File: config.mk
export PLATFORM = sky130hd
export DESIGN_NAME = postfix_stack_calculator
export DESIGN_NICKNAME = d
export VERILOG_FILES = /design/src/hdl/rpn_pkg.sv /design/src/hdl/postfix_stack_calculator.sv
export SDC_FILE = /design/constraint.sdc
export NUM_CORES = 1
export LEC_CHECK = 0
export BUFFER_PORTS_ARGS = -buffer_cell sky130_fd_sc_hd__buf_4
export CORE_ASPECT_RATIO = 1.4
export CORE_MARGIN = 2
export CORE_UTILIZATION = 37
export DETAILED_ROUTE_END_ITERATION = 7
export PLACE_DENSITY = 0.59
export SLEW_MARGIN = 5
export SYNTH_ARGS = -nofsm -noshare
export SYNTH_HDL_FRONTEND = slang
export SYNTH_SLANG_ARGS = --single-unit
File: constraint.sdc
create_clock -name i_clk -period 11 [get_ports i_clk]
set_clock_uncertainty 0.1 [all_clocks]
set_input_delay 0.55 -clock i_clk [delete_from_list [all_inputs] [get_ports i_clk]]
set_output_delay 0.55 -clock i_clk [all_outputs]
set_load 0.005 [all_outputs]
File: src/hdl/rpn_pkg.sv
// Package for the postfix stack calculator: symbol codes, status codes,
// controller state type and stack sizing. No dependencies.
package rpn_pkg;
    localparam int StackDepth = 16;
    localparam int PtrW       = $clog2(StackDepth);
    localparam int CntW       = $clog2(StackDepth + 1);
    localparam int DataW      = 32;
    localparam int StepW      = $clog2(DataW + 1);

    localparam logic [7:0] SYM_ZERO = 8'd48;
    localparam logic [7:0] SYM_NINE = 8'd57;
    localparam logic [7:0] SYM_ADD  = 8'h2B;
    localparam logic [7:0] SYM_SUB  = 8'h2D;
    localparam logic [7:0] SYM_MUL  = 8'h2A;
    localparam logic [7:0] SYM_DIV  = 8'h2F;

    localparam logic [2:0] ST_OK         = 3'd0;
    localparam logic [2:0] ST_BAD_SYMBOL = 3'd1;
    localparam logic [2:0] ST_DIV_ZERO   = 3'd2;
    localparam logic [2:0] ST_UNDERFLOW  = 3'd3;
    localparam logic [2:0] ST_OVERFLOW   = 3'd4;

    typedef enum logic [2:0] {
        S_IDLE,
        S_READ,
        S_LOAD,
        S_ITER,
        S_WRITE,
        S_REPORT
    } t_state;
endpackage

File: src/hdl/postfix_stack_calculator.sv
// Top level of the postfix stack calculator: decoder, operand stack memory,
// bit-serial add/sub/mul/div datapath and result strobe. Uses rpn_pkg.
//
//   channel | ports                                      | handshake
//   --------+--------------------------------------------+----------------------
//   command | i_symbol[7:0]                              | start & !busy
//   result  | o_top_value, o_depth, o_status, o_finished | o_valid, one cycle
//
// Digits and refused symbols pass through a decode state (S_READ) and a report
// state (S_REPORT) before the strobe. Operators add a stack read and load
// (S_LOAD), 32 bit-serial steps of the shift/add datapath (S_ITER) and a
// write-back (S_WRITE) before the report. busy drops in the strobe cycle, so
// the next transaction can be accepted at its closing edge. Reset
// (i_rst_n low, synchronous) empties the stack; the memory is not cleared.
// The receiver cannot stall the results.
module postfix_stack_calculator
    import rpn_pkg::*;
(
    input  logic                    i_clk,
    input  logic                    i_rst_n,
    input  logic                    start,
    output logic                    busy,
    input  logic [7:0]              i_symbol,
    output logic                    o_valid,
    output logic signed [DataW-1:0] o_top_value,
    output logic [4:0]              o_depth,
    output logic [2:0]              o_status,
    output logic                    o_finished
);
    // operand stack memory
    logic [DataW-1:0] r_mem [StackDepth];
    logic [DataW-1:0] r_rdata;
    logic [PtrW-1:0]  n_raddr;
    logic             n_we;
    logic [PtrW-1:0]  n_waddr;
    logic [DataW-1:0] n_wdata;

    t_state r_state, n_state;
    logic [CntW-1:0]  r_count, n_count;
    logic [7:0]       r_sym, n_sym;
    logic [DataW-1:0] r_top, n_top;      // cached top of stack
    logic [DataW-1:0] r_left, n_left;    // left operand / shifting dividend
    logic [DataW-1:0] r_right, n_right;  // right operand / shifting multiplicand
    logic [DataW-1:0] r_acc, n_acc;      // result / remainder
    logic [DataW-1:0] r_quo, n_quo;      // quotient or sum bits
    logic             r_carry, n_carry;
    logic             r_nl, n_nl, r_nr, n_nr;
    logic [StepW-1:0] r_step, n_step;
    logic [2:0]       r_status, n_status;
    logic             r_fin, n_fin;
    logic             r_valid, n_valid;

    logic [DataW-1:0] s_rem, s_diff, s_res;
    logic             s_sbit, s_cout, s_rb;
    logic             s_digit, s_op;

    assign busy        = (r_state != S_IDLE);
    assign o_valid     = r_valid;
    assign o_top_value = (r_count == '0) ? '0 : r_top;
    assign o_depth     = 5'(r_count);
    assign o_status    = r_status;
    assign o_finished  = r_fin;

    // write and read the stack memory
    always_ff @(posedge i_clk) begin
        if (n_we) begin
            r_mem[n_waddr] <= n_wdata;
        end
        r_rdata <= r_mem[n_raddr];
    end

    // hold control and datapath registers
    always_ff @(posedge i_clk) begin
        if (!i_rst_n) begin
            r_state  <= S_IDLE;
            r_count  <= '0;
            r_valid  <= 1'b0;
            r_status <= ST_OK;
            r_fin    <= 1'b0;
        end else begin
            r_state  <= n_state;
            r_count  <= n_count;
            r_valid  <= n_valid;
            r_status <= n_status;
            r_fin    <= n_fin;
        end
        r_sym   <= n_sym;
        r_top   <= n_top;
        r_left  <= n_left;
        r_right <= n_right;
        r_acc   <= n_acc;
        r_quo   <= n_quo;
        r_carry <= n_carry;
        r_nl    <= n_nl;
        r_nr    <= n_nr;
        r_step  <= n_step;
    end

    assign s_digit = (r_sym >= SYM_ZERO) && (r_sym <= SYM_NINE);
    assign s_op    = (r_sym == SYM_ADD) || (r_sym == SYM_SUB) ||
                     (r_sym == SYM_MUL) || (r_sym == SYM_DIV);
    // restoring division step on magnitudes
    assign s_rem   = {r_acc[DataW-2:0], r_left[DataW-1]};
    assign s_diff  = s_rem - r_right;
    // one-bit adder for add/sub
    assign s_rb    = (r_sym == SYM_SUB) ? ~r_right[0] : r_right[0];
    assign {s_cout, s_sbit} = {1'b0, r_left[0]} + {1'b0, s_rb} + {1'b0, r_carry};
    always_comb begin
        case (r_sym)
            SYM_DIV: s_res = (r_nl ^ r_nr) ? (~r_quo + 1'b1) : r_quo;
            SYM_MUL: s_res = r_acc;
            default: s_res = r_quo;
        endcase
    end

    // advance the sequencer
    always_comb begin
        n_state  = r_state;
        n_count  = r_count;
        n_sym    = r_sym;
        n_top    = r_top;
        n_left   = r_left;
        n_right  = r_right;
        n_acc    = r_acc;
        n_quo    = r_quo;
        n_carry  = r_carry;
        n_nl     = r_nl;
        n_nr     = r_nr;
        n_step   = r_step;
        n_status = r_status;
        n_fin    = r_fin;
        n_valid  = 1'b0;
        n_raddr  = PtrW'(r_count - 2'd2);
        n_we     = 1'b0;
        n_waddr  = PtrW'(r_count);
        n_wdata  = r_top;
        case (r_state)
            S_IDLE: begin
                if (start) begin
                    n_sym   = i_symbol;
                    n_state = S_READ;
                end
            end
            S_READ: begin
                n_fin    = 1'b0;
                n_status = ST_OK;
                n_state  = S_REPORT;
                if (s_digit) begin
                    if (r_count >= CntW'(StackDepth)) begin
                        n_status = ST_OVERFLOW;
                    end else begin
                        n_we    = 1'b1;
                        n_wdata = DataW'(r_sym - SYM_ZERO);
                        n_top   = n_wdata;
                        n_count = r_count + 1'b1;
                    end
                end else if (s_op) begin
                    if (r_count < CntW'(2)) begin
                        n_status = ST_UNDERFLOW;
                    end else if (r_sym == SYM_DIV && r_top == '0) begin
                        n_status = ST_DIV_ZERO;
                    end else begin
                        n_state = S_LOAD;
                    end
                end else begin
                    n_status = ST_BAD_SYMBOL;
                end
            end
            S_LOAD: begin
                // left from memory, right from the cached top
                n_nl    = r_rdata[DataW-1];
                n_nr    = r_top[DataW-1];
                n_carry = (r_sym == SYM_SUB);
                n_acc   = '0;
                n_quo   = '0;
                n_step  = '0;
                if (r_sym == SYM_DIV) begin
                    n_left  = r_rdata[DataW-1] ? (~r_rdata + 1'b1) : r_rdata;
                    n_right = r_top[DataW-1] ? (~r_top + 1'b1) : r_top;
                end else begin
                    n_left  = r_rdata;
                    n_right = r_top;
                end
                n_state = S_ITER;
            end
            S_ITER: begin
                case (r_sym)
                    SYM_DIV: begin
                        n_left = {r_left[DataW-2:0], 1'b0};
                        if (s_rem >= r_right) begin
                            n_acc = s_diff;
                            n_quo = {r_quo[DataW-2:0], 1'b1};
                        end else begin
                            n_acc = s_rem;
                            n_quo = {r_quo[DataW-2:0], 1'b0};
                        end
                    end
                    SYM_MUL: begin
                        // shift-add: left bit picks right shifted into place
                        n_left  = {1'b0, r_left[DataW-1:1]};
                        n_right = {r_right[DataW-2:0], 1'b0};
                        n_acc   = r_left[0] ? (r_acc + r_right) : r_acc;
                    end
                    default: begin
                        n_left  = {1'b0, r_left[DataW-1:1]};
                        n_right = {1'b0, r_right[DataW-1:1]};
                        n_carry = s_cout;
                        n_quo   = {s_sbit, r_quo[DataW-1:1]};
                    end
                endcase
                n_step = r_step + 1'b1;
                if (r_step == StepW'(DataW - 1)) begin
                    n_state = S_WRITE;
                end
            end
            S_WRITE: begin
                n_we    = 1'b1;
                n_waddr = PtrW'(r_count - 2'd2);
                n_wdata = s_res;
                n_top   = s_res;
                n_count = r_count - 1'b1;
                n_fin   = (r_count == CntW'(2));
                n_state = S_REPORT;
            end
            S_REPORT: begin
                n_valid = 1'b1;
                n_state = S_IDLE;
            end
            default: n_state = S_IDLE;
        endcase
    end
endmodule
==> impl_metrics.tcl <==
set metrics [dict create \
    netlist_instances 2609 \
    numPortBuffers 53 \
    worst_slew_margin_rel 0.117 \
    asyncSetResetFlopFracSynth 0 \
    path_class "flop to flop" \
    firstDrtPassIters 6 \
    antenna_cells 0 \
    status "complete, no violations" \
    starting_density_of_the_core 0.372 \
    ys_ff_latch 734 \
    synth_compound_gate_area_share 0.101 \
    cts.htree.levels 3 \
    die_area_um2 96800 \
    cts_tree "done" \
    worst_setup_path_start_kind "flop" \
    crit_path_start "r_state[0]" \
    num_io_pins 54 \
    synth_mux_area_frac 0.109 \
    cpMostUsedCell "inv_1" \
    routed_wl_um 92000 \
    dr.first_iter.drc_count 2008 \
    min-delay-start "i_symbol[5]" \
    timing.setup.tns_ps 0 \
    intPower_mw 5.18 \
    synthesis.area_per_instance_um2 13.4 \
    power_frac_comb 0.147 \
    critical_path.reg2reg.startpoint "r_state[0]" \
    number_of_global_route_vias_before_repair 22800 \
    detailroute.via_count 22400 \
    post-route-period-util 0.396 \
    min_path_cells 1 \
    synth-xor-area-share 0.0309 \
    path_clk_slew_ps 60 \
    detailedPlace.worstSlack_ps 6650 \
    layout-area-overhead-vs-synth_pct 12.2 \
    root_buffer "clkbuf_16" \
    largest_net_degree_at_the_start_of_global_routing 85 \
    cellPowerDensity_nw_per_um2 181 \
    ir_worst_vdd_v 0.000105 \
    hold_class "input pin to flop" \
    finalSetupViolations 0 \
    post_synthesis_simple_gate_area_fraction 0.0959 \
    seqPwrFrac 0.514 \
    power_frac_clock 0.339 \
    timing_hold_violations_final 0 \
    cts_resized 0 \
    mappedNetlistArea_um2 34900 \
    static-leakage-power_nw 13.2 \
    drt.antenna.violating_nets 0 \
    clock_latency_on_the_worst_skew_pair_ps 630 \
    crit_slowest_cell "nor2_4" \
    timing.critical_path.buf_inv 4 \
    core.rowCount 133 \
    grt_usage 0.189 \
    tritoncts_num_sinks 734 \
    timing.critical_path.max_delay_family "simple AND/OR/NAND/NOR gates" \
    worst_setup_path_end_kind "flop" \
    synth_warnings 0 \
    power_switching_mw 1.91 \
    cp.depth 9 \
    route.detailed.wl_per_inst_um 23.5 \
    worst-endpoint-required_ps 11130 \
    fin_crit_ps 4350 \
    yosys.cell_types.count 82 \
    ff2ff_path_depth 9 \
    coreArea_um2 93700 \
    die-height_um 367 \
    switching_share 0.269 \
    synthFlopType "edfxtp_1" \
    grt_antenna_before_repair 1 \
    number_of_buffers_inserted_by_post_cts_setup_repair 0 \
    cts_inserted_buffers 67 \
    drive_gt1_frac 0.158 \
    synth_fp_nets 2702 \
    final_net_count 2746 \
    maxSlewViolCount 0 \
    die_width_um 263 \
    filler_cell_count 8443 \
    drv.max_cap_violation_count 0 \
    critical_path.max_fanout 37 \
    synth-edff-count 657 \
    clock_tree_buffer_depth 3 \
    crit_path_cell_trace "nor2_1, nand2_1, buf_4, inv_1, ha_1, inv_1, ha_1, inv_1, nor2_4" \
    grt_pass1_wl_um 140000 \
    synthesized_area_fraction_occupied_by_adder_cells 0.0303 \
    grt-ovfl-total 0 \
    rsz0062_at_grt "false" \
    max_freq_ghz 0.230 \
    worstPathArrival_ps 4480 \
    main_combinational_cell_family_by_area_after_synthesis "multiplexers" \
    layout_setup_ws_ps 6650 \
    avgViaCountPerCell 5.71 \
    detailedPlacementHpwl_um 60300 \
    sequential_to_total_area_share_from_yosys_stat 0.610 \
    worstMarginPinSlew_ps 1310 \
    drt_drc_violations_left 0 \
    gp_routability_congestion 0.916 \
    critPathMaxStageDelay_ps 950 \
]
## per-layer routing
layer,vias up,track usage,routed length (µm)
li1,10100,-,-
met1,11400,0.225,35700
met2,753,0.346,48600
met3,174,0.0213,4430
met4,0,0.0736,3300
met5,-,0,0
## Yosys cell counts (44+ instances only)
library cell / n / area (µm²)
a211oi_1: 52 / 390
a21oi_1: 194 / 971
a31oi_1: 69 / 432
and2_1: 52 / 325
clkbuf_1: 110 / 413
dfxtp_1: 77 / 1540
edfxtp_1: 657 / 19700
ha_1: 78 / 976
inv_1: 74 / 278
mux4_2: 160 / 3600
nand2_1: 282 / 1060
nor2_1: 183 / 687
nor3_1: 44 / 220
o21ai_0: 99 / 495
xnor2_1: 69 / 604
xor2_1: 54 / 473
## layout by cell type, fill, tap and decap left out, types with 15 or more instances in the layout
| cell type | count |
|---|---|
| mux4_2 | 160 |
| xor2_1 | 53 |
| clkbuf_1 | 22 |
| mux2i_1 | 15 |
| clkbuf_16 | 71 |
| nor3_1 | 43 |
| and2_1 | 43 |
| o31ai_1 | 18 |
| ha_1 | 77 |
| edfxtp_1 | 657 |
| a31oi_1 | 68 |
| nor2_1 | 175 |
| dfxtp_1 | 75 |
| a211oi_1 | 52 |
| inv_1 | 74 |
| o21ai_0 | 99 |
| nand2_1 | 280 |
| and3_1 | 22 |
| a21oi_1 | 184 |
| xnor2_1 | 69 |
| a21o_1 | 20 |
| buf_4 | 108 |
| nand2b_1 | 15 |
| nand3_1 | 34 |
## power by group through the flow
| stage | Sequential, mW | Combinational (mW) | Clock, mW |
|---|---|---|---|
| 6_report | 3.64 | 1.04 | 2.40 |
| 5_1_grt | 3.66 | 1.14 | 2.55 |
| 4_1_cts | 3.65 | 1.05 | 2.45 |
| 3_5_place_dp | 3.71 | 1.04 | 0 |
| 3_3_place_gp | 3.70 | 1.01 | 0 |
| 2_1_floorplan | 3.60 | 0.636 | 0 |
## final timing paths
kind / end / slack, ps
worst max-delay path: r_mem[5][29] / 6650
worst min-delay path: r_sym[5] / 40
worst max register to register: r_mem[5][29] / 6650
worst min register to register: o_status[0] / 380
## what timing repair did
item,in CTS,in global routing
endpoints found under the setup margin,0,0
hold endpoints to repair,4,0
hold buffers,4,0
## final cells by class
type	count	area, µm²	area share
repair buffers	112	851	0.0217
clock inverters	28	349	0.00892
clock buffers	95	1890	0.0482
inverters	74	278	0.00710
flip-flops and latches	734	21300	0.544
well taps	1215	1520	0.0389
multi-input cells	1664	13000	0.331
## registers in the layout, summed over array words and instances (netlist names)
register	cells
r_mem	512
r_acc	32
r_left	32
r_quo	32
r_rdata	32
r_right	32
r_top	32
r_sym	8
r_step	6
o_depth	5
o_status	3
r_state	3
o_finished	1
o_valid	1
r_carry	1
r_nl	1
r_nr	1
## cells by family (layout without fill, tap and decap cells)
kind of cell	after synthesis	count (layout)
XOR/XNOR	123	123
flip-flops	734	734
AO/OA/AOI/OAI	561	561
AND/OR/NAND/NOR	720	720
buffers and inverters	211	309
adder cells (fa/ha/maj)	82	82
multiplexers	178	178
## per-stage QoR
step / util / hold slack, ps / std cells / cell area, µm² / total power, mW
2_1_floorplan: - / 338 / 2609 / 34900 / 4.23
3_3_place_gp: 0.393 / 368 / 3794 / 36800 / 4.71
3_5_place_dp: 0.393 / 372 / 3794 / 36800 / 4.75
5_1_grt: 0.418 / 14.1 / 3922 / 39100 / 7.35
6_report: 0.418 / 36.7 / 3922 / 39100 / 7.09
4_1_cts: 0.417 / 0.396 / 3921 / 39100 / 7.14
No activity file was read; power rests on OpenSTA's default activity.
